### config.mk
export PLATFORM = sky130hd
export DESIGN_NAME = sbct_div
export DESIGN_NICKNAME = d
export VERILOG_FILES = /design/src/hdl/sbct_pkg.sv /design/src/hdl/sbct_div.sv
export SDC_FILE = /design/constraint.sdc
export NUM_CORES = 2
export LEC_CHECK = 0
export CAP_MARGIN = 20
export CORE_MARGIN = 5
export CORE_UTILIZATION = 32
export DETAILED_ROUTE_END_ITERATION = 6
export DONT_BUFFER_PORTS = 1
export HOLD_SLACK_MARGIN = 0.06
export PLACE_DENSITY_LB_ADDON = 0.25
export SYNTH_ARGS = -nofsm -noshare
export SYNTH_HDL_FRONTEND = slang
export SYNTH_SLANG_ARGS = --single-unit
export TNS_END_PERCENT = 50
### constraint.sdc
create_clock -name clk_i -period 3.8 [get_ports clk_i]
set_input_delay 0.38 -clock clk_i [delete_from_list [all_inputs] [get_ports clk_i]]
set_output_delay 0.38 -clock clk_i [all_outputs]
set_load 0.02 [all_outputs]
### src/hdl/sbct_pkg.sv
`default_nettype none

package sbct_pkg;

  localparam int unsigned DefCoordWidth   = 24;
  localparam int unsigned DefTimeFracBits = 16;
  localparam int unsigned ResolveStages   = 5;

  typedef struct packed {
    logic vzero;
    logic zx;
    logic zy;
    logic inx;
    logic iny;
    logic negxn;
    logic negxf;
    logic negyn;
    logic negyf;
  } flags_t;

endpackage

`default_nettype wire

### src/hdl/sbct_div.sv
`default_nettype none

// Restoring divider, one quotient bit per stage, after a range check stage.
// Quotient is floor((a << 2*TF) / d) when ovf_o is low.
module sbct_div #(
  parameter int unsigned CW = sbct_pkg::DefCoordWidth,
  parameter int unsigned TF = sbct_pkg::DefTimeFracBits
) (
  input  logic              clk_i,
  input  logic [TF+2:0]     en_i,
  input  logic [CW+1:0]     a_i,
  input  logic [CW+TF:0]    d_i,
  output logic [TF+1:0]     q_o,
  output logic              rem_nz_o,
  output logic              ovf_o
);

  localparam int unsigned NW   = CW + 2;
  localparam int unsigned DW   = CW + TF + 1;
  localparam int unsigned QB   = TF + 2;
  localparam int unsigned RW   = CW + 2 * TF + 3;
  localparam int unsigned NSTG = QB + 1;

  logic [RW-1:0] r_q   [NSTG];
  logic [DW-1:0] dd_q  [NSTG];
  logic [QB-1:0] q_q   [NSTG];
  logic          ovf_q [NSTG];

  logic [RW-1:0] a_w;

  assign a_w = RW'({a_i, {(2*TF){1'b0}}});

  always_ff @(posedge clk_i) begin
    if (en_i[0]) begin
      r_q[0]   <= a_w;
      dd_q[0]  <= d_i;
      q_q[0]   <= '0;
      ovf_q[0] <= (a_w >= (RW'(d_i) << QB));
    end
  end

  for (genvar j = 1; j < NSTG; j++) begin : g_bit
    localparam int unsigned K = QB - j;
    logic [RW-1:0] sub;
    logic          take;

    assign sub  = RW'(dd_q[j-1]) << K;
    assign take = (r_q[j-1] >= sub);

    always_ff @(posedge clk_i) begin
      if (en_i[j]) begin
        r_q[j]   <= take ? (r_q[j-1] - sub) : r_q[j-1];
        dd_q[j]  <= dd_q[j-1];
        q_q[j]   <= q_q[j-1] | (QB'(take) << K);
        ovf_q[j] <= ovf_q[j-1];
      end
    end
  end

  assign q_o      = q_q[NSTG-1];
  assign rem_nz_o = (r_q[NSTG-1] != '0);
  assign ovf_o    = ovf_q[NSTG-1];

endmodule

`default_nettype wire

==> run metrics <==
vias in the first global route=slightly above 90,000; Hold Slack=0.171 ns; share of the core filled with cells in the final layout=0.408; number of vias after detailed routing=85,500; Setup TNS=-0.326 ns; type of origin of the critical path=flop; clock buffers created by TritonCTS=between 200 and 250; number of instances in the synthesized netlist=~11,000; Worst Setup End Kind=flop; clock skew=0.0700 ns; number of I/O port buffers=0; setup ws final=-0.0720 ns; H-tree levels=4; critical path start-end classification=flop to flop; mean area per synthesized cell=~10 µm²; biggest area consumer among synthesized cells=edfxtp_1; vias per std cell=around 5; drt wl/cell=between 15 and 20 µm; area share of the largest cell type after synthesis=0.506; initial antenna violation count=5; commonest non-fill, non-tap cells in the layout=1,863 x edfxtp_1, 1,660 x buf_4, 937 x nand2_1; number of nets at the end of the flow=around 13,000; arrival time at the worst endpoint=approximately 4.5 ns; largest voltage drop on the vdd net=just over 0.4 mV; overall die height=598 µm; largest cells by area after synthesis=edfxtp_1 51%, ha_1 8.5%, a21oi_1 4.2%; violations in the final reports=setup timing; Synth Net Count=around 11,000; Max Buffers Root-to-Sink=4; post-detailed-route DRC marker count=0; global-route wire length before repair=slightly above 500,000 µm; fraction of registers with async set/reset=0; outcome=complete, but fails checks; Congestion Overflow GR=0; clock insertion delay at the later pin of the skew report=between 0.9 and 1 ns; Clock transition at path regs=around 0.060 ns; class of the most critical hold timing path=primary input to flop; relative area change from synthesis to final layout=27.3%; Placement Setup Slack=-0.957 ns; Die Width=about 600 µm; final weighted congestion of routability-driven global placement=0.984; power density normalized to cell area=approximately 770 nW/µm²; Core Rows=216; core region area=about 350,000 µm²; Hold Fails Final Rpt=0; layout cells sized above 1=0.211; largest net degree at the start of global routing=around 120; final wirelength=332,000 µm; Root Driver=clkbuf_16; post-synthesis cell type count=around 100; clock tree from TritonCTS=done; Clk network pwr share=0.194; number of primary I/O pins=about 110; Detail Placement HPWL=between 200,000 and 300,000 µm; total internal power=approximately 67 mW; number of clock sinks=about 1,900; sequential area share after synthesis=0.506; share of power burned in combinational logic=0.497; cell area after technology mapping=111,000 µm²; required time of the critical path=roughly 4.4 ns; Period Utilization, post-route=1.02; switching component of the power=~41 mW; RSZ-0062 raised after global routing=true; EDFF count, synth=1,863; combined global-route utilization of all metal layers=0.180; primary flip-flop cell chosen by synthesis mapping=edfxtp_1; time the worst path needs with I/O delays and setup=approximately 3.9 ns; switching share of power=0.380; total number of yosys warnings=0; worst max-slew margin expressed relative to the limit=0.223; total of endpoints with negative setup slack in the final report=12; Iteration-0 DRC Markers=between 3,000 and 4,000; final-report max-slew violation count=0; Routed Antenna Nets=0; leakage power total=approximately 57 nW; most common cell after layout, fill and taps aside=edfxtp_1; post-layout power=approximately 110 mW; transition time of the tightest slew-check pin=approximately 1.2 ns; router iterations before antenna repair=6; initial cell density of the core=0.320; number of flip-flops and latches in the synthesized netlist=between 1,500 and 2,000; count of maximum capacitance violations=0; maximum clock frequency=~0.26 GHz; die footprint=roughly 360,000 µm²; sequential share of power=0.310; crit path max fanout=5
[worst max-delay path, cell delays in order, from the launching register on]
cell and delay, ns:
edfxtp_1 0.41, ha_1 0.41, nand4_1 0.18, or4_4 0.56, nor4_4 0.21, buf_4 0.18
nor2b_4 0.16, a221oi_4 0.13, nand3b_1 0.23, o22ai_4 0.14, or4_4 0.49, or3_4 0.38
xnor2_1 0.14
[metrics by stage]
stage,instance area (µm²),instances
global route,141000,17200
floorplan,111000,10600
global placement,128000,16500
CTS,138000,17100
detailed placement,128000,16500
finish,141000,17200
[per-layer routing]
metal  up-vias  GRT usage  part of all wire
li1      42400          -                 -
met1     40300      0.159              0.33
met2      1745      0.370              0.56
met3       976     0.0181             0.025
met4         0      0.128             0.085
met5         -          0                 0
[sequential cells by signal (all words and copies together) (netlist names)]
register	flops
r_q	935
dd_q	738
q_q	171
ovf_q	19
[synthesized netlist by cell type (35+ instances only)]
library cell  number
o21ai_0          804
nor2b_1           96
or4_1             43
ha_1             750
and3_1            64
edfxtp_1        1863
nand2_1          950
clkbuf_1         302
buf_2             35
nor3_1           162
mux2_2            88
o21a_1           100
o211ai_1          46
xnor2_1          447
or3_1             45
nor2_1           673
a21o_1           449
xor2_1           366
a21boi_0          42
a31oi_1           75
nand2b_1         114
inv_1            949
nand4_1          210
and2_1            43
o31ai_1           66
a21oi_1          919
nand3_1          167
o21bai_1         125
nor4_1           100
a211oi_1          80
[area by class of cell]
class | count | area [µm²]
Fill cell | 32700 | 205000
Sequential cell | 1863 | 55900
Multi-Input combinational cell | 7464 | 52700
Timing Repair Buffer | 1896 | 15700
Clock buffer | 275 | 5880
Tap cell | 4578 | 5730
Inverter | 952 | 3580
Clock inverter | 137 | 1260
Antenna cell | 3 | 7.51
[logic make-up (layout without fill, tap and decap cells)]
family / Yosys count / count (layout) / share of synthesized area
AOI/OAI and AO/OA: 3002 / 3002 / 0.168
other: 0 / 3 / 0
adders and majority gates: 767 / 767 / 0.0879
xor gates and xnor gates: 813 / 813 / 0.0644
and+or+nand+nor: 2792 / 2792 / 0.120
DFF: 1863 / 1863 / 0.506
buffers and inverters: 1310 / 3260 / 0.0451
muxes: 90 / 90 / 0.00914
[power groups by stage]
stage | registers (mW) | clock network [mW] | logic [mW]
after floorplan | 32.4 | 0 | 31.2
after global placement | 33.9 | 0 | 49.7
after detailed placement | 33.9 | 0 | 50.3
after CTS | 33.6 | 21.9 | 52.3
after global routing | 34.2 | 22.7 | 59.0
final | 33.6 | 21.0 | 53.9
[final timing paths]
path | start | end | slack [ns] | cells past startpoint
max reg2reg | r_q[14][34] | r_q[15][57] | -0.07 | 12
min | d_i[36] | dd_q[0][36] | 0.17 | 1
min reg2reg | q_q[10][13] | q_q[11][13] | 0.40 | 0
max | r_q[14][34] | r_q[15][57] | -0.07 | 12
[repair_timing]
item / CTS / global route
gates cloned: 4 / 4
setup buffers: 42 / 76
resized for setup: 286 / 360
pin swaps: 64 / 177
hold buffers: 163 / 0
endpoints found under the hold margin: 1931 / 0
endpoints found under the setup margin: 719 / 500
No activity file was read; power rests on OpenSTA's default activity.
