File: src/hdl/sbct_pkg.sv
`default_nettype none

package sbct_pkg;

  localparam int unsigned DefCoordWidth   = 24;
  localparam int unsigned DefTimeFracBits = 16;
  localparam int unsigned ResolveStages   = 5;

  typedef struct packed {
    logic vzero;
    logic zx;
    logic zy;
    logic inx;
    logic iny;
    logic negxn;
    logic negxf;
    logic negyn;
    logic negyf;
  } flags_t;

endpackage

`default_nettype wire

File: src/hdl/sbct_prep.sv
`default_nettype none

// Entry stage: slab numerator magnitudes, divisors, case flags and the mover's center, velocity and time step.
module sbct_prep #(
  parameter int unsigned CW = sbct_pkg::DefCoordWidth,
  parameter int unsigned TF = sbct_pkg::DefTimeFracBits
) (
  input  logic                 clk_i,
  input  logic                 en_i,
  input  logic signed [CW-1:0] mover_x_i,
  input  logic signed [CW-1:0] mover_y_i,
  input  logic        [CW-2:0] mover_width_i,
  input  logic        [CW-2:0] mover_height_i,
  input  logic signed [CW-1:0] vel_x_i,
  input  logic signed [CW-1:0] vel_y_i,
  input  logic signed [CW-1:0] target_x_i,
  input  logic signed [CW-1:0] target_y_i,
  input  logic        [CW-2:0] target_width_i,
  input  logic        [CW-2:0] target_height_i,
  input  logic        [TF:0]   elapsed_time_i,
  output logic        [CW+1:0] anx_o,
  output logic        [CW+1:0] afx_o,
  output logic        [CW+1:0] any_o,
  output logic        [CW+1:0] afy_o,
  output logic        [CW+TF:0] dx_o,
  output logic        [CW+TF:0] dy_o,
  output sbct_pkg::flags_t     flags_o,
  output logic signed [CW:0]   cx_o,
  output logic signed [CW:0]   cy_o,
  output logic signed [CW-1:0] vx_o,
  output logic signed [CW-1:0] vy_o,
  output logic        [TF:0]   el_o
);

  localparam int unsigned NW = CW + 2;
  localparam int unsigned DW = CW + TF + 1;

  logic signed [NW-1:0] mx, my, tx, ty, mw, mh, tw, th;
  logic signed [NW-1:0] nxn, nxf, nyn, nyf;
  logic        [CW-1:0] vax, vay;
  logic                 ezero;
  sbct_pkg::flags_t     flags_d;

  assign mx = {{2{mover_x_i[CW-1]}}, mover_x_i};
  assign my = {{2{mover_y_i[CW-1]}}, mover_y_i};
  assign tx = {{2{target_x_i[CW-1]}}, target_x_i};
  assign ty = {{2{target_y_i[CW-1]}}, target_y_i};
  assign mw = {3'b000, mover_width_i};
  assign mh = {3'b000, mover_height_i};
  assign tw = {3'b000, target_width_i};
  assign th = {3'b000, target_height_i};

  assign nxn = tx - mx - mw;
  assign nxf = tx + tw - mx;
  assign nyn = ty - my - mh;
  assign nyf = ty + th - my;

  assign vax   = vel_x_i[CW-1] ? CW'(-vel_x_i) : CW'(vel_x_i);
  assign vay   = vel_y_i[CW-1] ? CW'(-vel_y_i) : CW'(vel_y_i);
  assign ezero = (elapsed_time_i == '0);

  always_comb begin
    flags_d.vzero = (vel_x_i == '0) && (vel_y_i == '0);
    flags_d.zx    = (vel_x_i == '0) || ezero;
    flags_d.zy    = (vel_y_i == '0) || ezero;
    flags_d.inx   = nxn[NW-1] && !nxf[NW-1] && (nxf != '0);
    flags_d.iny   = nyn[NW-1] && !nyf[NW-1] && (nyf != '0);
    flags_d.negxn = (nxn != '0) && (nxn[NW-1] != vel_x_i[CW-1]);
    flags_d.negxf = (nxf != '0) && (nxf[NW-1] != vel_x_i[CW-1]);
    flags_d.negyn = (nyn != '0) && (nyn[NW-1] != vel_y_i[CW-1]);
    flags_d.negyf = (nyf != '0) && (nyf[NW-1] != vel_y_i[CW-1]);
  end

  always_ff @(posedge clk_i) begin
    if (en_i) begin
      anx_o   <= nxn[NW-1] ? NW'(-nxn) : NW'(nxn);
      afx_o   <= nxf[NW-1] ? NW'(-nxf) : NW'(nxf);
      any_o   <= nyn[NW-1] ? NW'(-nyn) : NW'(nyn);
      afy_o   <= nyf[NW-1] ? NW'(-nyf) : NW'(nyf);
      dx_o    <= DW'(vax) * DW'(elapsed_time_i);
      dy_o    <= DW'(vay) * DW'(elapsed_time_i);
      flags_o <= flags_d;
      cx_o    <= $signed({mover_x_i[CW-1], mover_x_i}) + $signed({3'b000, mover_width_i[CW-2:1]});
      cy_o    <= $signed({mover_y_i[CW-1], mover_y_i}) + $signed({3'b000, mover_height_i[CW-2:1]});
      vx_o    <= vel_x_i;
      vy_o    <= vel_y_i;
      el_o    <= elapsed_time_i;
    end
  end

endmodule

`default_nettype wire

File: config.mk
export PLATFORM = sky130hd
export DESIGN_NAME = sbct_prep
export DESIGN_NICKNAME = d
export VERILOG_FILES = /design/src/hdl/sbct_pkg.sv /design/src/hdl/sbct_prep.sv
export SDC_FILE = /design/constraint.sdc
export NUM_CORES = 2
export LEC_CHECK = 0
export ABC_AREA = 1
export ABC_CLOCK_PERIOD_IN_PS = 7300
export BUFFER_PORTS_ARGS = -buffer_cell sky130_fd_sc_hd__buf_2
export CORE_MARGIN = 4
export CORE_UTILIZATION = 50
export DETAILED_ROUTE_END_ITERATION = 8
export PLACE_DENSITY = 0.76
export SETUP_SLACK_MARGIN = 0.05
export SYNTH_ARGS = -nofsm -noshare
export SYNTH_HDL_FRONTEND = slang
export SYNTH_SLANG_ARGS = --single-unit
File: constraint.sdc
create_clock -name clk_i -period 7.3 [get_ports clk_i]
set_input_delay 1.095 -clock clk_i [delete_from_list [all_inputs] [get_ports clk_i]]
set_output_delay 1.095 -clock clk_i [all_outputs]
set_load 0.01 [all_outputs]
==> impl_metrics.csv <==
group,metric,value,unit
synthesis,ys_seq_elements,310,
synthesis,postSynthCellCount,6721,
timing,final_max_slew_viol_count,0,
floorplan,core_area,102000,um^2
synthesis,synth_cell_types,59,
synthesis,synth-simple-area-share,22.0,%
worst_setup_path,cp_data_required_time,7.65,ns
floorplan,die_x,330,um
synthesis,seq_area_frac_synth,17.9,%
worst_setup_path,path_depth,33,
floorplan,fp.dieH,330,um
synthesis,synth_top_family_by_area,"adder cells",
timing,fmax,141,MHz
routing,wl,182,mm
synthesis,synth_warnings,0,
routing,first_iter_violations,3712,
finish,nets,9165,
worst_setup_path,path_max_fanout,5,
routing,route.detailed.drc,0,
worst_setup_path,cp-end-kind,"flip-flop",
floorplan,num_rows,117,
finish,fillers,9284,
grt,overflow,0,
worst_setup_path,critPathLaunchType,"primary input",
finish,regArea,9310,um^2
clock_tree,cts_buffers,41,
timing,relSlewSlack,35.8,%
run,maxCapViolCount,0,
synthesis,synthArstFlopShare,0,%
clock_tree,cts.sinks,310,
clock_tree,clk_pin_slew,0.06,ns
synthesis,synth-adder-area-share,38.4,%
timing,tightest_slew,0.963,ns
worst_setup_path,crit_arrival,7.45,ns
grt,grt_pass1_wl,279,mm
worst_hold_path,whs_path_depth,1,
grt,grt_pass1_vias,49151,
placed_design,gp_congestion,1.03,
worst_setup_path,crit_start,"vel_y_i[1]",
timing,fin_crit,7.10,ns
synthesis,synthXorXnorAreaFrac,3.76,%
clock_tree,cts_buffer_depth,3,
synthesis,synth_common_cells,"1648 x nand2_1, 1630 x inv_1, 752 x fa_1",
synthesis,synth_nets,8116,
clock_tree,cts_tree,"built",
clock_tree,cts_root_buffer,"clkbuf_16",
timing,finalSetupViolations,0,
routing,vias_per_cell,5.24,
finish,layout-drive-gt1-share,20.1,%
floorplan,io_pins,565,
worst_setup_path,crit_family,"adder cells",
synthesis,synth_top_area_share,29.0,%
finish,multiInputGateArea,37400,um^2
grt,grtUsageTotal,33.4,%
synthesis,synthMuxAreaShare,0,%
timing,rsz0062_at_grt,"yes",
floorplan,initial_core_util,50.6,%
routing,wl_per_cell,19.8,um
routing,drtPass1Iterations,6,
finish,synthToLayoutAreaGrowth,22.6,%
placed_design,portBuffers,564,
run_status,status,"complete, no violations",
clock_tree,ctsHoldBuffers,0,
grt,grt_max_degree,139,
synthesis,synth_compound_area_share,4.98,%
synthesis,synth_ff_type,"edfxtp_1",
grt,grt_antenna_before_repair,10,
synthesis,yosysMostFrequentCell,"nand2_1",
synthesis,synth.avg_cell_area,7.72,um^2
routing,detail-route-antenna-nets,0,
timing,final-hold-violation-count,0,
timing,setup-tns-final,0,ns
worst_hold_path,hp-class,"in -> reg",
worst_setup_path,critPathSlowestCell,"fa_1",
timing,fin_crit_sh,97.2,%
worst_setup_path,crit_top_cell,"fa_1",
synthesis,synthTopCellsByArea,"fa_1 29%, edfxtp_1 18%, nand2_1 12%",
worst_hold_path,worstHoldStart,"vel_x_i[3]",
synthesis,yosysTopAreaCell,"fa_1",
synthesis,synth_edf_count,310,
placed_design,dp.final_hpwl,155,mm
worst_setup_path,critPathMaxStageDelay,0.54,ns
floorplan,dieArea,109000,um^2
synthesis,syn_area,51900,um^2
routing,vias,48091,
clock_tree,cts_max_level,2,
worst_setup_path,path_buf_inv,11,
worst_setup_path,crit_type,"in -> reg",
[logic make-up after synthesis]
kind of cell,Yosys count
AOI/OAI and AO/OA,468
xor gates and xnor gates,220
adders and majority gates,1140
buffers and inverters,1781
DFF,310
and+or+nand+nor,2802
[layer usage]
metal | track usage (%) | wire length (um) | vias up
met3 | 6.62 | 15900 | 469
met2 | 53.9 | 82600 | 2107
met1 | 44.1 | 74100 | 23132
met5 | 0 | 27 | -
met4 | 14.4 | 9030 | 4
li1 | - | - | 22379
[placed cells by master, fill, tap and decap left out, drive strengths merged, types with 11 or more instances in the layout]
cell | synthesis | layout
a21oi | 245 | 245
a31oi | 15 | 15
buf | 23 | 1135
clkbuf | 106 | 46
clkinv | 11 | 20
edfxtp | 310 | 310
fa | 752 | 752
ha | 388 | 388
inv | 1641 | 1644
nand2 | 1658 | 1658
nand3 | 258 | 258
nand3b | 22 | 22
nand4 | 62 | 62
nor2 | 702 | 702
nor3 | 59 | 59
nor4 | 20 | 20
o211ai | 12 | 12
o21a | 13 | 13
o21ai | 136 | 136
o21bai | 16 | 16
or2 | 11 | 11
xnor2 | 65 | 65
xor2 | 155 | 155
[sequential cells by signal (all words and copies together), names as in the netlist]
name / count
cy_o: 25
vy_o: 24
anx_o: 26
dy_o: 41
cx_o: 25
afy_o: 26
flags_o: 9
el_o: 17
any_o: 26
afx_o: 26
vx_o: 24
dx_o: 41
[stage by stage]
stage                     setup slack, ns  utilization [%]  instances  hold slack [ns]  instance area, um^2
final                               0.202             62.1       9176            0.654                63600
after global routing              -0.0887             62.1       9173            0.627                63600
after CTS                          0.0264             60.9       9139            0.596                62400
after detailed placement           -0.893             59.4       9064             1.32                60800
after global placement             -0.901             59.4       9064             1.31                60800
after floorplan                   -0.0430                -       6721             1.19                52600
[path summary, 6_finish.rpt]
path	slack, ns	to
hold / removal	0.65	vx_o[3]
setup / recovery	0.20	dy_o[39]
[cell type report]
type / instances / share of cell area, %
Antenna cell: 8 / 0.0315
Sequential cell: 310 / 14.6
Clock buffer: 46 / 1.64
Multi-Input combinational cell: 4630 / 58.8
Timing Repair Buffer: 1135 / 11.7
Inverter: 1652 / 9.81
Clock inverter: 27 / 0.645
Tap cell: 1368 / 2.69
[repair_timing]
item	4_1_cts	5_1_grt
setup endpoints to repair	6	50
endpoints found under the hold margin	0	0
pin swaps	13	134
resized for setup	30	279
buffers inserted	2	29
Power is left out: the tool's default activity adds up to more than one toggle a clock period on the data nets, which glitch-free logic cannot reach.
