### src/hdl/sbct_pkg.sv
`default_nettype none

package sbct_pkg;

  localparam int unsigned DefCoordWidth   = 24;
  localparam int unsigned DefTimeFracBits = 16;
  localparam int unsigned ResolveStages   = 5;

  typedef struct packed {
    logic vzero;
    logic zx;
    logic zy;
    logic inx;
    logic iny;
    logic negxn;
    logic negxf;
    logic negyn;
    logic negyf;
  } flags_t;

endpackage

`default_nettype wire

### src/hdl/sbct_resolve.sv
`default_nettype none

// Slab times to hit decision, normal, contact time and contact point.
module sbct_resolve #(
  parameter int unsigned CW = sbct_pkg::DefCoordWidth,
  parameter int unsigned TF = sbct_pkg::DefTimeFracBits
) (
  input  logic                               clk_i,
  input  logic [sbct_pkg::ResolveStages-1:0] en_i,
  input  logic        [TF+1:0]               qxn_i,
  input  logic        [TF+1:0]               qxf_i,
  input  logic        [TF+1:0]               qyn_i,
  input  logic        [TF+1:0]               qyf_i,
  input  logic        [3:0]                  rnz_i,
  input  logic        [3:0]                  ovf_i,
  input  sbct_pkg::flags_t                   flags_i,
  input  logic signed [CW:0]                 cx_i,
  input  logic signed [CW:0]                 cy_i,
  input  logic signed [CW-1:0]               vx_i,
  input  logic signed [CW-1:0]               vy_i,
  input  logic        [TF:0]                 el_i,
  output logic                               hit_o,
  output logic signed [CW-1:0]               contact_x_o,
  output logic signed [CW-1:0]               contact_y_o,
  output logic signed [1:0]                  normal_x_o,
  output logic signed [1:0]                  normal_y_o,
  output logic        [TF:0]                 touch_time_o
);

  localparam int unsigned QB  = TF + 2;
  localparam int unsigned TW  = TF + 3;
  localparam int unsigned EW  = TF + 1;
  localparam int unsigned PW  = CW + TF + 2;
  localparam int unsigned DPW = CW + 2;
  localparam int unsigned SW  = CW + 3;

  localparam logic signed [TW-1:0] TOne  = TW'(1) << TF;
  localparam logic signed [TW-1:0] THigh = TW'(1) << (TF + 1);
  localparam logic signed [TW-1:0] TLow  = -TOne;

  localparam logic signed [1:0] NormPos  = 2'sb01;
  localparam logic signed [1:0] NormNeg  = 2'sb11;
  localparam logic signed [1:0] NormZero = 2'sb00;

  localparam logic signed [SW-1:0] CMax = {4'b0000, {(CW-1){1'b1}}};
  localparam logic signed [SW-1:0] CMin = ~CMax;

  function automatic logic signed [TW-1:0] slab_time(
    input logic [QB-1:0] q,
    input logic          rnz,
    input logic          ovf,
    input logic          neg
  );
    logic        [TW-1:0] c;
    logic signed [TW-1:0] t;
    c = {1'b0, q} + TW'(rnz);
    if (!neg) begin
      if (ovf || ({1'b0, q} > THigh)) t = THigh;
      else t = {1'b0, q};
    end else begin
      if (ovf || (c > TOne)) t = TLow;
      else t = -c;
    end
    return t;
  endfunction

  // stage 1: slab times, unbounded slabs, ordering
  logic signed [TW-1:0] txn, txf, tyn, tyf;
  logic signed [TW-1:0] nx_d, fx_d, ny_d, fy_d;
  logic                 ok1_d;

  always_comb begin
    txn = slab_time(qxn_i, rnz_i[0], ovf_i[0], flags_i.negxn);
    txf = slab_time(qxf_i, rnz_i[1], ovf_i[1], flags_i.negxf);
    tyn = slab_time(qyn_i, rnz_i[2], ovf_i[2], flags_i.negyn);
    tyf = slab_time(qyf_i, rnz_i[3], ovf_i[3], flags_i.negyf);
    if (flags_i.zx) begin
      nx_d = TLow;
      fx_d = THigh;
    end else if (txn > txf) begin
      nx_d = txf;
      fx_d = txn;
    end else begin
      nx_d = txn;
      fx_d = txf;
    end
    if (flags_i.zy) begin
      ny_d = TLow;
      fy_d = THigh;
    end else if (tyn > tyf) begin
      ny_d = tyf;
      fy_d = tyn;
    end else begin
      ny_d = tyn;
      fy_d = tyf;
    end
    ok1_d = !flags_i.vzero && (!flags_i.zx || flags_i.inx) && (!flags_i.zy || flags_i.iny);
  end

  logic signed [TW-1:0] nx1_q, fx1_q, ny1_q, fy1_q;
  logic                 ok1_q;
  logic signed [CW:0]   cx1_q, cy1_q;
  logic signed [CW-1:0] vx1_q, vy1_q;
  logic        [EW-1:0] el1_q;

  always_ff @(posedge clk_i) begin
    if (en_i[0]) begin
      nx1_q <= nx_d;
      fx1_q <= fx_d;
      ny1_q <= ny_d;
      fy1_q <= fy_d;
      ok1_q <= ok1_d;
      cx1_q <= cx_i;
      cy1_q <= cy_i;
      vx1_q <= vx_i;
      vy1_q <= vy_i;
      el1_q <= el_i;
    end
  end

  // stage 2: overlap, hit window, normal
  logic                 xgt, xlt;
  logic signed [TW-1:0] tnear, tfar;
  logic                 hit2_d;
  logic signed [1:0]    nrx2_d, nry2_d;

  always_comb begin
    xgt    = (nx1_q > ny1_q);
    xlt    = (nx1_q < ny1_q);
    tnear  = xgt ? nx1_q : ny1_q;
    tfar   = (fx1_q < fy1_q) ? fx1_q : fy1_q;
    hit2_d = ok1_q && !(nx1_q > fy1_q) && !(ny1_q > fx1_q) && !tfar[TW-1]
             && !tnear[TW-1] && (tnear <= TOne);
    nrx2_d = xgt ? (vx1_q[CW-1] ? NormPos : NormNeg) : NormZero;
    nry2_d = xlt ? (vy1_q[CW-1] ? NormPos : NormNeg) : NormZero;
  end

  logic                 hit2_q;
  logic        [EW-1:0] tn2_q, el2_q;
  logic signed [1:0]    nrx2_q, nry2_q;
  logic signed [CW:0]   cx2_q, cy2_q;
  logic signed [CW-1:0] vx2_q, vy2_q;

  always_ff @(posedge clk_i) begin
    if (en_i[1]) begin
      hit2_q <= hit2_d;
      tn2_q  <= tnear[EW-1:0];
      nrx2_q <= nrx2_d;
      nry2_q <= nry2_d;
      el2_q  <= el1_q;
      cx2_q  <= cx1_q;
      cy2_q  <= cy1_q;
      vx2_q  <= vx1_q;
      vy2_q  <= vy1_q;
    end
  end

  // stage 3: seconds elapsed at contact
  logic [2*EW-1:0] pt;

  assign pt = (2*EW)'(tn2_q) * (2*EW)'(el2_q);

  logic                 hit3_q;
  logic        [EW-1:0] tn3_q, s3_q;
  logic signed [1:0]    nrx3_q, nry3_q;
  logic signed [CW:0]   cx3_q, cy3_q;
  logic signed [CW-1:0] vx3_q, vy3_q;

  always_ff @(posedge clk_i) begin
    if (en_i[2]) begin
      hit3_q <= hit2_q;
      tn3_q  <= tn2_q;
      s3_q   <= pt[TF +: EW];
      nrx3_q <= nrx2_q;
      nry3_q <= nry2_q;
      cx3_q  <= cx2_q;
      cy3_q  <= cy2_q;
      vx3_q  <= vx2_q;
      vy3_q  <= vy2_q;
    end
  end

  // stage 4: displacement, floor of v * s
  logic signed [PW-1:0] px, py;
  logic signed [EW:0]   s_sgn;

  assign s_sgn = $signed({1'b0, s3_q});
  assign px    = PW'(vx3_q) * PW'(s_sgn);
  assign py    = PW'(vy3_q) * PW'(s_sgn);

  logic                  hit4_q;
  logic        [EW-1:0]  tn4_q;
  logic signed [1:0]     nrx4_q, nry4_q;
  logic signed [CW:0]    cx4_q, cy4_q;
  logic signed [DPW-1:0] dx4_q, dy4_q;

  always_ff @(posedge clk_i) begin
    if (en_i[3]) begin
      hit4_q <= hit3_q;
      tn4_q  <= tn3_q;
      nrx4_q <= nrx3_q;
      nry4_q <= nry3_q;
      cx4_q  <= cx3_q;
      cy4_q  <= cy3_q;
      dx4_q  <= px[TF +: DPW];
      dy4_q  <= py[TF +: DPW];
    end
  end

  // stage 5: contact point with saturation, result register
  logic signed [SW-1:0] sx, sy;
  logic signed [CW-1:0] ccx, ccy;

  assign sx = SW'(cx4_q) + SW'(dx4_q);
  assign sy = SW'(cy4_q) + SW'(dy4_q);

  always_comb begin
    if (sx > CMax) ccx = CMax[CW-1:0];
    else if (sx < CMin) ccx = CMin[CW-1:0];
    else ccx = sx[CW-1:0];
    if (sy > CMax) ccy = CMax[CW-1:0];
    else if (sy < CMin) ccy = CMin[CW-1:0];
    else ccy = sy[CW-1:0];
  end

  always_ff @(posedge clk_i) begin
    if (en_i[4]) begin
      hit_o        <= hit4_q;
      contact_x_o  <= hit4_q ? ccx : '0;
      contact_y_o  <= hit4_q ? ccy : '0;
      normal_x_o   <= hit4_q ? nrx4_q : NormZero;
      normal_y_o   <= hit4_q ? nry4_q : NormZero;
      touch_time_o <= hit4_q ? tn4_q : '0;
    end
  end

endmodule

`default_nettype wire

### config.mk
export PLATFORM = sky130hd
export DESIGN_NAME = sbct_resolve
export DESIGN_NICKNAME = d
export VERILOG_FILES = /design/src/hdl/sbct_pkg.sv /design/src/hdl/sbct_resolve.sv
export SDC_FILE = /design/constraint.sdc
export NUM_CORES = 2
export LEC_CHECK = 0
export BUFFER_PORTS_ARGS = -buffer_cell sky130_fd_sc_hd__buf_2
export CORE_MARGIN = 2
export CORE_UTILIZATION = 30
export CTS_CLUSTER_DIAMETER = 80
export DETAILED_ROUTE_END_ITERATION = 16
export PLACE_DENSITY_LB_ADDON = 0.15
export SLEW_MARGIN = 5
export SYNTH_ARGS = -nofsm -noshare
export SYNTH_HDL_FRONTEND = slang
export SYNTH_SLANG_ARGS = --single-unit
### constraint.sdc
create_clock -name clk_i -period 8.9 [get_ports clk_i]
set_clock_uncertainty 0.05 [all_clocks]
set_input_delay 1.78 -clock clk_i [delete_from_list [all_inputs] [get_ports clk_i]]
set_output_delay 1.78 -clock clk_i [all_outputs]
set_load 0.01 [all_outputs]
==> results.sh <==
export IMPL_cp_startpoint="s3_q[4]$_DFFE_PP_"
export IMPL_core_area_um2=230000
export IMPL_cts_made_buffers=91
export IMPL_drt_pass1_iterations=5
export IMPL_design_area_um2=77200
export IMPL_viasPerCell=4.72
export IMPL_critPathMaxFanout=22
export IMPL_cts_hold_buf=0
export IMPL_clk_pin_slew_ps=60
export IMPL_maxSlewViolCount=0
export IMPL_die_y_um=485
export IMPL_via_count=46942
export IMPL_syn_nets=8368
export IMPL_r2r_end="dx4_q[18]$_DFFE_PP_"
export IMPL_tightest_slew_ps=1200
export IMPL_ios=280
export IMPL_area_growth_pct=11.2
export IMPL_slew_headroom_pct=20.1
export IMPL_drtAntennaViolNets=0
export IMPL_ys_ff_latch=660
export IMPL_port_buffers=279
export IMPL_rows=176
export IMPL_slowest_stage="a221oi_1"
export IMPL_clock_sinks=660
export IMPL_status="finished, final reports clean"
export IMPL_cp_required_ps=9340
export IMPL_avgSynthCellArea_um2=10.4
export IMPL_maxCapViolations=0
export IMPL_grt_pass1_vias=50537
export IMPL_track_usage_pct=16.9
export IMPL_initial_core_util_pct=30.2
export IMPL_synthArstFlopShare_pct=0
export IMPL_r2r_start="s3_q[4]$_DFFE_PP_"
export IMPL_finalCritPeriodShare_pct=85.1
export IMPL_htree_levels=3
export IMPL_cts_resized=0
export IMPL_hold_violations=0
export IMPL_hold_depth=0
export IMPL_period_minus_slack_ps=7580
export IMPL_clock_path_buffers=3
export IMPL_synth_ff_type="edfxtp_1"
export IMPL_cts_tree="yes"
export IMPL_multi_input_area_um2=43500
export IMPL_path_cells="buf_4 > and2_1 > fa_1 > inv_1 > fa_1 > fa_1 > inv_1 > fa_1 > fa_1 > inv_1 > fa_1 > inv_1 > ha_1 > nand2_1 > a211oi_1 > a221oi_1 > o31a_1 > o21ai_0 > o211ai_1 > nand3b_1 > a31oi_1 > xnor2_1"
export IMPL_post_cts_buffers=0
export IMPL_utilization_pct=33.6
export IMPL_routedWlPerCell_um=20.0
export IMPL_wirelength_mm=199
export IMPL_grt_max_degree=114
export IMPL_placed_cell_area_um2=74100
export IMPL_clock_latency_ps=780
export IMPL_worstRegToRegCells=22
export IMPL_fillCellCount=23404
export IMPL_syn_inst=6660
export IMPL_path_class="flop to flop"
export IMPL_end_kind="flop"
export IMPL_setup_tns_ps=0
export IMPL_ys_types=112
export IMPL_cp_common_cell="fa_1"
export IMPL_cts_root_buf="clkbuf_16"
export IMPL_r2r_slack_ps=1320
export IMPL_overflow=0
export IMPL_die_area_um2=235000
export IMPL_gp_congestion=0.873
export IMPL_ys_warn_count=0
export IMPL_antenna_found_initial=19
export IMPL_cp_slowest_stage_delay_ps=770
export IMPL_whs_endpoint="vx2_q[19]$_DFFE_PP_"
export IMPL_hpwl_mm=153
export IMPL_setup_viol=0
export IMPL_timing_fmax_ghz=0.132
export IMPL_syn_area_um2=69500
export IMPL_remaining_drc_errors=0
export IMPL_drt_initial_drc_count=2430
export IMPL_drive_gt1_share_pct=8.66
export IMPL_ys_seq_area_share_pct=28.5
export IMPL_worstPathArrival_ps=8020
export IMPL_die_width_um=485
export IMPL_seq_area_um2=19800
export IMPL_nets=8542
export IMPL_rsz0062_at_grt="false"
export IMPL_hold_path_startpoint="vx1_q[19]$_DFFE_PP_"
export IMPL_synth_edf_count=660
export IMPL_hold_path_class="flop to flop"
export IMPL_start_kind="flop"
export IMPL_grt_pass1_wl_mm=305
==> cells in the mapped netlist (all sizes together) (37+ instances only) <==
cell | number | share of area (%)
xnor2 | 103 | 1.3
ha | 477 | 8.6
fa | 1021 | 29
o21ai | 158 | 1.2
nor4 | 37 | 0.39
xor2 | 59 | 0.75
buf | 51 | 0.47
and3 | 38 | 0.34
clkbuf | 218 | 1.2
nor3 | 79 | 0.61
nor2 | 183 | 0.99
a21oi | 174 | 1.3
and2 | 561 | 5.1
edfxtp | 660 | 29
a21o | 112 | 1.2
nand4 | 59 | 0.59
a211oi | 62 | 0.72
inv | 1338 | 7.2
nand2 | 718 | 3.9
nand3 | 71 | 0.55
==> layer usage <==
layer | wire, µm | vias up | global-route usage, % | part of all wire, %
met5 | 9 | - | 0 | 0.0045
met4 | 5430 | 2 | 4.95 | 2.7
met3 | 8060 | 243 | 2.18 | 4.1
met2 | 98200 | 955 | 29.4 | 49
met1 | 87000 | 23977 | 21.9 | 44
li1 | - | 21765 | - | -
==> logic make-up after synthesis <==
logic type / Yosys count / share of synthesized area (%)
AOI/OAI and AO/OA: 792 / 7.87
xor gates and xnor gates: 162 / 2.05
adders and majority gates: 1498 / 38.0
buffers and inverters: 1607 / 8.88
DFF: 660 / 28.5
muxes: 38 / 0.584
and+or+nand+nor: 1903 / 14.1
==> placed cells by master, fill, tap and decap left out, types with 16 or more instances in the layout <==
cell and count:
inv_1 1336, fa_1 1021, nand2_1 718, edfxtp_1 660
and2_1 558, ha_1 477, buf_2 274, nor2_1 182
a21oi_1 174, a21o_1 112, xnor2_1 103, clkbuf_16 92
o21ai_0 89, nor3_1 74, buf_4 68, nand3_1 66
o21ai_1 62, xor2_1 58, a211oi_1 56, nand4_1 55
and3_1 38, nor4_1 32, a31oi_1 30, nor2b_1 30
nand2b_1 28, o22ai_1 27, or3_1 25, o21a_1 22
mux2_2 20, a211o_1 19, mux2i_1 18, and4_1 16
o211ai_1 16
==> critical path, delay by kind of cell, from the launching register on <==
family,cells,cell delay (ps)
buffers and inverters,5,510
xor gates and xnor gates,1,80
and+or+nand+nor,3,550
adders and majority gates,7,3260
DFF,1,570
AOI/OAI and AO/OA,6,2290
==> through the flow <==
stage / std cells / worst slack (ps) / hold slack (ps)
floorplan: 6660 / 2400 / 350
global placement: 9767 / 1200 / 352
detailed placement: 9767 / 1090 / 355
CTS: 9931 / 1170 / 312
global route: 9934 / 946 / 341
finish: 9937 / 1320 / 329
==> layout make-up <==
cell class              instances  area share, %
multi-input cells            4393           56.3
clock buffers                 106           3.05
diodes                          6         0.0194
well taps                    3026           4.90
inverters                    1338           6.50
repair buffers                350           2.61
flip-flops and latches        660           25.7
clock inverters                58          0.943
==> sequential cells by signal (all words and copies together), names as in the netlist, 25 cells and up <==
name / cells
cx4_q: 25
cx3_q: 25
cy4_q: 25
cy1_q: 25
dx4_q: 26
cx2_q: 25
cy3_q: 25
cy2_q: 25
cx1_q: 25
dy4_q: 26
==> how the worst max path moves through the flow <==
stage / cells past startpoint / end / slack [ps]
after floorplan: 22 / dy4_q[24]$_DFFE_PP_ / 2400
after global placement: 22 / dx4_q[18]$_DFFE_PP_ / 1200
after detailed placement: 22 / fx1_q[14]$_SDFFCE_PP0P_ / 1090
after CTS: 22 / dx4_q[18]$_DFFE_PP_ / 1170
after global routing: 22 / dx4_q[18]$_DFFE_PP_ / 950
final: 22 / dx4_q[18]$_DFFE_PP_ / 1320
Power is left out: the tool's default activity adds up to more than one toggle a clock period on the data nets, which glitch-free logic cannot reach.
