**config.mk**
```make
export PLATFORM = sky130hd
export DESIGN_NAME = sbct_delay
export DESIGN_NICKNAME = d
export VERILOG_FILES = /design/src/hdl/sbct_delay.sv
export SDC_FILE = /design/constraint.sdc
export NUM_CORES = 1
export LEC_CHECK = 0
export BUFFER_PORTS_ARGS = -buffer_cell sky130_fd_sc_hd__buf_4
export CAP_MARGIN = 10
export CORE_MARGIN = 2
export CORE_UTILIZATION = 30
export CTS_BUF_LIST = sky130_fd_sc_hd__clkbuf_4 sky130_fd_sc_hd__clkbuf_8
export DETAILED_ROUTE_END_ITERATION = 8
export PLACE_DENSITY = 0.57
export SYNTH_ARGS = -nofsm -noshare
export SYNTH_HDL_FRONTEND = slang
export SYNTH_SLANG_ARGS = --single-unit
```
**constraint.sdc**
```tcl
create_clock -name clk_i -period 0.8 [get_ports clk_i]
set_input_delay 0.04 -clock clk_i [delete_from_list [all_inputs] [get_ports clk_i]]
set_output_delay 0.04 -clock clk_i [all_outputs]
set_load 0.05 [all_outputs]
```
**src/hdl/sbct_delay.sv**
```systemverilog
`default_nettype none

// Sideband line that runs beside the dividers, one register per stage.
module sbct_delay #(
  parameter int unsigned W = 8,
  parameter int unsigned N = 2
) (
  input  logic         clk_i,
  input  logic [N-1:0] en_i,
  input  logic [W-1:0] d_i,
  output logic [W-1:0] q_o
);

  logic [W-1:0] pipe_q [N];

  always_ff @(posedge clk_i) begin
    if (en_i[0]) begin
      pipe_q[0] <= d_i;
    end
  end

  for (genvar k = 1; k < N; k++) begin : g_stage
    always_ff @(posedge clk_i) begin
      if (en_i[k]) begin
        pipe_q[k] <= pipe_q[k-1];
      end
    end
  end

  assign q_o = pipe_q[N-1];

endmodule

`default_nettype wire

```
==> results of run 1 <==
through the flow:
| step | util, % | cell area, um^2 | cells | total power (uW) | setup slack, ns |
|---|---|---|---|---|---|
| 5_1_grt | 45.6 | 779 | 70 | 1720 | -0.129 |
| 6_report | 45.6 | 779 | 70 | 1640 | -0.0754 |
| 3_3_place_gp | 37.9 | 647 | 59 | 1210 | 0.201 |
| 2_1_floorplan | - | 541 | 24 | 1160 | 0.211 |
| 3_5_place_dp | 37.9 | 647 | 59 | 1220 | 0.161 |
| 4_1_cts | 45.6 | 779 | 70 | 1660 | -0.0957 |
where the power goes:
| part | internal (uW) | switching, uW |
|---|---|---|
| logic | 105 | 128 |
| registers | 993 | 20.9 |
| clock network | 174 | 222 |
layout make-up:
type | count | area share [%]
tap | 25 | 4.01
sequential | 16 | 61.6
timing repair buffer | 26 | 31.5
clock buffer | 3 | 2.89
what timing repair did:
action / 4_1_cts / 5_1_grt
gates resized for setup: 8 / 0
pin swaps: 0 / 0
endpoints found under the setup margin: 8 / 8
endpoints found under the hold margin: 8 / 0
hold buffers: 8 / 0
cells by family after synthesis:
group / synth area share, %
flip-flops: 88.9
buffers and inverters: 11.1
layer usage:
metal / share of wire (%) / global-route usage (%) / up-vias
met2: 51 / 12.2 / 15
met3: 8.7 / 3.53 / 0
met4: 0 / 8.57 / 0
met5: 0 / 0 / -
li1: - / - / 124
met1: 40 / 8.40 / 106
synth_stat cells:
library cell  instances  area [um^2]
edfxtp_1             16          480
buf_4                 8         60.1
path summary, 6_finish.rpt:
path	to	start	slack [ns]
max	q_o[4]	pipe_q[0][12]$_DFFE_PP_	-0.08
min	pipe_q[0][11]$_DFFE_PP_	en_i[1]	0.04
max reg2reg	pipe_q[0][14]$_DFFE_PP_	pipe_q[0][6]$_DFFE_PP_	0.16
min reg2reg	pipe_q[0][15]$_DFFE_PP_	pipe_q[0][7]$_DFFE_PP_	0.43
==> metrics.md, run 1 <==
| Metric | Value |
|---|---|
| Instance count on the critical path | `1` |
| Worst VDD drop | `a little over 0.0009 V` |
| Worst skew pair latency | `roughly 0.27 ns` |
| Vias in the first global route | `between 200 and 300` |
| Final worst setup slack | `-0.0754 ns` |
| Share of layout cells above drive strength 1 | `between 40% and 50%` |
| Clk slew on worst S/H paths | `~0.08 ns` |
| Aggregate routed wire length | `about 720 um` |
| Comb_multi_in | `0` |
| Commonest non-fill, non-tap cell in the layout | `edfxtp_1` |
| Total track usage | `8.29%` |
| Power per cell area | `between 2000 and 2500 nW/um^2` |
| Full die area | `approximately 2200 um^2` |
| Setup TNS | `-0.525 ns` |
| Max cap viols | `0` |
| Outcome | `complete, but fails checks` |
| Worst Hold Class | `in -> reg` |
| Vias | `around 250` |
| Root Driver | `clkbuf_4` |
| 1st-pass router iterations | `2` |
| Hold-critical path depth | `1` |
| Setup bufs post-CTS | `0` |
| CTS H-tree depth | `1` |
| Lkg Pwr | `0.000300 uW` |
| #FFs+latches synth | `16` |
| Crit Path Max Fanout | `1` |
| Final Hold Slack | `~0.037 ns` |
| Row Count | `15` |
| WP data required | `roughly 0.76 ns` |
| CP top delay family | `flip-flops` |
| Fillcell total | `roughly 140` |
| Port Buffers | `18` |
| Longest Clk Path Bufs | `2` |
| Final hold vios | `0` |
| # diodes | `0` |
| WL/cell | `10.3 um` |
| Register with the most flip-flops | `pipe_q` |
| Storage element area | `480 um^2` |
| CP cell instances | `buf_6` |
| First-pass GRT wire length | `between 1 and 1.5 mm` |
| Antenna-violating nets left | `0` |
| Worst rel slew slack | `between 90% and 100%` |
| Worst-Margin Slew | `0.109 ns` |
| Period utilization | `109%` |
| Post-Syn Area | `between 500 and 600 um^2` |
| Initial antenna violation count | `0` |
| Die width | `about 46 um` |
| Arrival time worst endpoint | `0.84 ns` |
| Core Area | `around 1700 um^2` |
| Failing checks | `negative setup slack` |
| Most frequent cells in the layout | `edfxtp_1, buf_4, dlygate4sd3_1, buf_6, clkbuf_4` |
| Largest registers | `pipe_q: 16 flops` |
| Clk sinks | `16` |
| Count of cell types in the netlist | `2` |
| Mapped Cells | `24` |
| Final GP Congestion | `between 0.5 and 0.6` |
| Setup repair after global routing missed its margin | `true` |
| Multi-input gate area | `0 um^2` |
| Initial Util | `31.6%` |
| Max reg flops | `16` |
| DR vias/cell | `between 3 and 4` |
| Crit path launch type | `flop` |
| CTS tree | `yes` |
| Setup Skew | `0.00318 ns` |
| Pin count of the biggest net entering global routing | `9` |
| Worst path buffer plus inverter count | `1` |
| Residual DRC count | `0` |
| CP Capture Type | `output port` |
| Syn avg cell area | `about 23 um^2` |
| Syn Nets | `35` |
| Nets | `58` |
| CP max stage cell | `edfxtp_1` |
| Final setup fails | `8` |
| DR iter-0 viols | `1` |
| CP peak stage delay | `slightly below 0.4 ns` |
| Max Slew Vio Count | `0` |
| Cts bufs inserted | `3` |
| Area Overhead vs Synth | `44.2%` |
| Fin crit period | `0.875 ns` |
| Global route overflow | `0` |
| CP Class | `reg -> out` |
| FF-to-FF path depth | `0` |
| YS warnings | `0` |
| Sequential cell area fraction in the yosys report | `roughly 89%` |
| Fmax | `about 1100 MHz` |
| I/O pin count | `19` |
| Die H | `46.4 um` |
Note: power is estimated with default switching activity, not from simulation.
==> run 2: changes to the inputs <==
--- a/config.mk
+++ b/config.mk
@@ -7,10 +7,13 @@
 export LEC_CHECK = 0
 export BUFFER_PORTS_ARGS = -buffer_cell sky130_fd_sc_hd__buf_4
 export CAP_MARGIN = 10
+export CORE_ASPECT_RATIO = 1.25
 export CORE_MARGIN = 2
 export CORE_UTILIZATION = 30
 export CTS_BUF_LIST = sky130_fd_sc_hd__clkbuf_4 sky130_fd_sc_hd__clkbuf_8
+export CTS_CLUSTER_DIAMETER = 100
 export DETAILED_ROUTE_END_ITERATION = 8
+export HOLD_SLACK_MARGIN = 0.1
 export PLACE_DENSITY = 0.57
 export SYNTH_ARGS = -nofsm -noshare
 export SYNTH_HDL_FRONTEND = slang
==> metrics.md, run 2 (same netlist as run 1, synthesis figures left out) <==
| Metric | Value |
|---|---|
| Tot Pwr | `~1600 uW` |
| Final worst setup slack | `-0.0774 ns` |
| CP cell instances | `buf_6` |
| Final core occ | `roughly 46%` |
| Global route overflow | `0` |
| WL/cell | `9.15 um` |
| Fillcell total | `165` |
| Failing checks | `negative setup slack` |
| Cts bufs inserted | `3` |
| Die H | `51.5 um` |
| Worst skew pair latency | `roughly 0.27 ns` |
| Register with the most flip-flops | `pipe_q` |
| Row Count | `17` |
| Initial Util | `between 30% and 40%` |
| Setup Skew | `about 0.00041 ns` |
| Final GP Congestion | `around 0.59` |
| Vias | `between 200 and 300` |
| Dpl ws | `0.178 ns` |
| Share of layout cells above drive strength 1 | `about 45%` |
| Worst VDD drop | `just over 0.0009 V` |
| Lkg Pwr | `approximately 0.00031 uW` |
| Max reg flops | `16` |
| Nets | `60` |
| Worst rel slew slack | `between 90% and 100%` |
| Worst flop-to-flop path endpoint | `pipe_q[0][8]$_DFFE_PP_` |
| Crit Path Max Fanout | `1` |
| Area Overhead vs Synth | `46.5%` |
| Residual DRC count | `0` |
| Setup repair after global routing missed its margin | `true` |
| Most frequent cells in the layout | `edfxtp_1, dlygate4sd3_1, buf_4` |
| Port Buffers | `18` |
| Final hold vios | `0` |
| Commonest non-fill, non-tap cell in the layout | `edfxtp_1` |
| Longest Clk Path Bufs | `2` |
| 1st-pass router iterations | `2` |
| Vias in the first global route | `250` |
| Worst-Margin Slew | `approximately 0.11 ns` |
| Fin crit period | `just under 0.9 ns` |
| Comb_multi_in | `0` |
| Largest registers | `pipe_q: 16 flops` |
| Worst Hold Class | `reg -> reg` |
| Reg-to-reg slack, setup | `approximately 0.17 ns` |
| Hold-critical path depth | `0` |
| DR iter-0 viols | `1` |
| Worst path buffer plus inverter count | `1` |
| First-pass GRT wire length | `about 970 um` |
| Hold path endpoint | `pipe_q[0][10]$_DFFE_PP_` |
| I/O pin count | `19` |
| Die width | `around 42 um` |
| # diodes | `0` |
| Final setup fails | `8` |
| Arrival time worst endpoint | `~0.84 ns` |
| Full die area | `between 2000 and 2500 um^2` |
| Multi-input gate area | `0 um^2` |
| Initial antenna violation count | `0` |
| R2r startpoint | `pipe_q[0][0]$_DFFE_PP_` |
| Power per cell area | `2060 nW/um^2` |
| Aggregate routed wire length | `about 600 um` |
| CTS H-tree depth | `1` |
| CP top delay family | `flip-flops` |
| Fmax | `1140 MHz` |
| Hold Path Origin | `pipe_q[0][2]$_DFFE_PP_` |
| Clk sinks | `16` |
| DR vias/cell | `about 3.9` |
| Antenna-violating nets left | `0` |
| CP peak stage delay | `about 0.4 ns` |
| CP Class | `reg -> out` |
| Max Slew Vio Count | `0` |
| CP Capture Type | `output port` |
| Period utilization | `110%` |
| Core Area | `around 1700 um^2` |
| Final cell count without fillers | `66` |
| CP max stage cell | `edfxtp_1` |
| Root Driver | `clkbuf_4` |
| Crit path launch type | `flop` |
| Max cap viols | `0` |
| Setup bufs post-CTS | `0` |
| Pin count of the biggest net entering global routing | `9` |
| DP Cell Count | `53` |
| Clk slew on worst S/H paths | `approximately 0.08 ns` |
| WP data required | `between 0.7 and 0.8 ns` |
| FF-to-FF path depth | `0` |
| Total track usage | `6.28%` |
| Outcome | `complete, but fails checks` |
| CTS tree | `yes` |
-- run 2: cell count changes in the layout (fill, tap and decap cells not counted), sizes merged --
cell | before | now
dlygate4sd3 | 8 | 10
-- run 2: timing repair --
item	in CTS	in global routing
endpoints found under the setup margin	8	8
gates resized for setup	8	0
cloned	0	0
hold buffers	10	0
pin swaps	0	0
endpoints found under the hold margin	24	0
-- run 2: where the power goes --
group	switching, uW	total [uW]	leakage [uW]	internal (uW)
Sequential	19.0	1010	0.000157	993
Clock	204	378	0.0000138	174
Combinational	127	239	0.000138	111
-- run 2: layout make-up --
type                  instances  area (um^2)  area share, %
sequential                   16          480           60.7
tap                          19         23.8           3.00
clock buffer                  3         22.5           2.84
timing repair buffer         28          265           33.5
-- run 2: through the flow --
stage / TNS (ns) / instance area, um^2 / hold WS, ns
final: -0.451 / 792 / 0.423
after global routing: -0.803 / 792 / 0.447
after floorplan: 0 / 541 / 0.139
after detailed placement: 0 / 639 / 0.219
after global placement: 0 / 639 / 0.219
after CTS: -0.583 / 792 / 0.426
-- run 2: routing by layer --
layer  global-route usage [%]  vias to the layer above  part of all wire [%]
met3                     1.06                        2                   9.1
li1                         -                      128                     -
met5                        0                        -                     0
met2                     10.9                       16                    56
met1                     5.99                      113                    34
met4                     6.45                        0                  0.83
-- run 2: worst max path at each step --
| stage | startpoint | endpoint | depth (start not counted) |
|---|---|---|---|
| CTS | pipe_q[0][8]$_DFFE_PP_ | q_o[0] | 1 |
| global route | pipe_q[0][8]$_DFFE_PP_ | q_o[0] | 1 |
| finish | pipe_q[0][8]$_DFFE_PP_ | q_o[0] | 1 |
| floorplan | pipe_q[0][2]$_DFFE_PP_ | pipe_q[0][10]$_DFFE_PP_ | 0 |
| global placement | pipe_q[0][3]$_DFFE_PP_ | pipe_q[0][11]$_DFFE_PP_ | 0 |
| detailed placement | pipe_q[0][0]$_DFFE_PP_ | pipe_q[0][8]$_DFFE_PP_ | 0 |
==> run 3: changes to the inputs <==
--- a/config.mk
+++ b/config.mk
@@ -7,7 +7,6 @@
 export LEC_CHECK = 0
 export BUFFER_PORTS_ARGS = -buffer_cell sky130_fd_sc_hd__buf_4
 export CAP_MARGIN = 10
-export CORE_ASPECT_RATIO = 1.25
 export CORE_MARGIN = 2
 export CORE_UTILIZATION = 30
 export CTS_BUF_LIST = sky130_fd_sc_hd__clkbuf_4 sky130_fd_sc_hd__clkbuf_8
==> metrics.md, run 3 (same netlist as run 1, synthesis figures left out) <==
| Metric | Value |
|---|---|
| Outcome | `complete, but fails checks` |
| Failing checks | `negative setup slack` |
| Lkg Pwr | `just over 0.0003 uW` |
| Global route overflow | `0` |
| Internal power | `1280 uW` |
| Fmax | `~1100 MHz` |
| Max Slew Vio Count | `0` |
| WL/cell | `10.4 um` |
| Setup TNS | `-0.530 ns` |
| Core Area | `between 1500 and 2000 um^2` |
| 1st-pass router iterations | `2` |
| Flop pwr share | `roughly three fifths` |
| CP Capture Type | `output port` |
| Pin count of the biggest net entering global routing | `9` |
| CP cell instances | `buf_6` |
| CP max stage cell | `edfxtp_1` |
| Clock Power Share | `between 20% and 30%` |
| Storage element area | `about 480 um^2` |
| Full die area | `2160 um^2` |
| Clk slew on worst S/H paths | `about 0.080 ns` |
| Initial antenna violation count | `0` |
| Comb_multi_in | `0` |
| Switching power | `approximately 370 uW` |
| CTS tree | `yes` |
| Setup Skew | `~0.0025 ns` |
| Comb pwr share | `between 10% and 20%` |
| Nets | `60` |
| Worst path buffer plus inverter count | `1` |
| CP Class | `reg -> out` |
| Worst Hold Class | `reg -> reg` |
| Max reg flops | `16` |
| Power per cell area | `around 2100 nW/um^2` |
| Setup repair after global routing missed its margin | `true` |
| Multi-input gate area | `0 um^2` |
| Dpl ws | `between 0.15 and 0.2 ns` |
| Most frequent cells in the layout | `edfxtp_1, dlygate4sd3_1, buf_4` |
| DR vias/cell | `3.49` |
| Residual DRC count | `0` |
| Period utilization | `109%` |
| Crit path launch type | `flop` |
| Worst-Margin Slew | `around 0.11 ns` |
| Fin crit period | `between 0.8 and 0.9 ns` |
| Cts bufs inserted | `3` |
| Aggregate routed wire length | `~750 um` |
| Area Overhead vs Synth | `47.9%` |
| CP top delay family | `flip-flops` |
| First-pass GRT wire length | `approximately 1.2 mm` |
| Final hold vios | `0` |
| Antenna-violating nets left | `0` |
| Vias | `between 200 and 300` |
| CTS H-tree depth | `1` |
| Register with the most flip-flops | `pipe_q` |
| Total track usage | `under 10%` |
| Crit Path Max Fanout | `1` |
| Max cap viols | `0` |
| Worst rel slew slack | `a little over 90%` |
| Clk sinks | `16` |
| Final setup fails | `8` |
| Worst VDD drop | `~0.00095 V` |
| Worst skew pair latency | `roughly 0.27 ns` |
| # diodes | `0` |
| Port Buffers | `18` |
| DR iter-0 viols | `3` |
| Die width | `46.4 um` |
| Setup bufs post-CTS | `0` |
| Vias in the first global route | `~280` |
| I/O pin count | `19` |
| WP data required | `between 0.7 and 0.8 ns` |
| Row Count | `15` |
| Final worst setup slack | `-0.0756 ns` |
| Root Driver | `clkbuf_4` |
| Share of layout cells above drive strength 1 | `between 40 and 50%` |
| Largest registers | `pipe_q: 16 flops` |
| Arrival time worst endpoint | `0.84 ns` |
| Switch share | `a little under a quarter` |
| Fillcell total | `~140` |
| CP peak stage delay | `between 0.3 and 0.4 ns` |
| Initial Util | `a little under a third` |
| Longest Clk Path Bufs | `2` |
| Commonest non-fill, non-tap cell in the layout | `edfxtp_1` |
| Final GP Congestion | `0.573` |
| Die H | `around 46 um` |
-- run 3: worst paths after layout --
path	cells after the start	slack [ns]	start	to
min	0	0.43	pipe_q[0][7]$_DFFE_PP_	pipe_q[0][15]$_DFFE_PP_
max reg2reg	0	0.16	pipe_q[0][2]$_DFFE_PP_	pipe_q[0][10]$_DFFE_PP_
max	1	-0.08	pipe_q[0][12]$_DFFE_PP_	q_o[4]
min reg2reg	0	0.43	pipe_q[0][7]$_DFFE_PP_	pipe_q[0][15]$_DFFE_PP_
-- run 3: metrics by stage --
step / hold WS, ns / power, uW / instance area [um^2] / utilization (%) / std cells
after global placement: 0.218 / 1210 / 647 / 37.9 / 59
after global routing: 0.443 / 1730 / 800 / 46.8 / 72
final: 0.428 / 1650 / 800 / 46.8 / 72
after floorplan: 0.139 / 1160 / 541 / - / 24
after CTS: 0.428 / 1670 / 800 / 46.8 / 72
after detailed placement: 0.219 / 1220 / 647 / 37.9 / 59
-- run 3: routing by layer --
layer | part of all wire (%) | global-route usage [%] | up-vias
li1 | - | - | 128
met1 | 40 | 8.65 | 108
met2 | 51 | 13.3 | 15
met3 | 8.3 | 3.53 | 0
met4 | 0 | 8.57 | 0
met5 | 0 | 0 | -
-- run 3: cell type report --
type	count	share of cell area, %
sequential	16	60.1
timing repair buffer	28	33.2
tap	25	3.91
clock buffer	3	2.82
-- run 3: power groups by stage --
stage / Sequential [uW] / Clock, uW / Combinational [uW]
after floorplan: 1020 / 0 / 134
after global placement: 1020 / 0 / 185
after detailed placement: 1030 / 0 / 188
after CTS: 1020 / 414 / 242
after global routing: 1020 / 452 / 254
final: 1010 / 398 / 241
-- run 3: timing repair --
item                                   4_1_cts  5_1_grt
endpoints found under the hold margin       24        0
hold buffers                                10        0
gates cloned                                 0        0
setup endpoints to repair                    8        8
gates resized for setup                      8        0
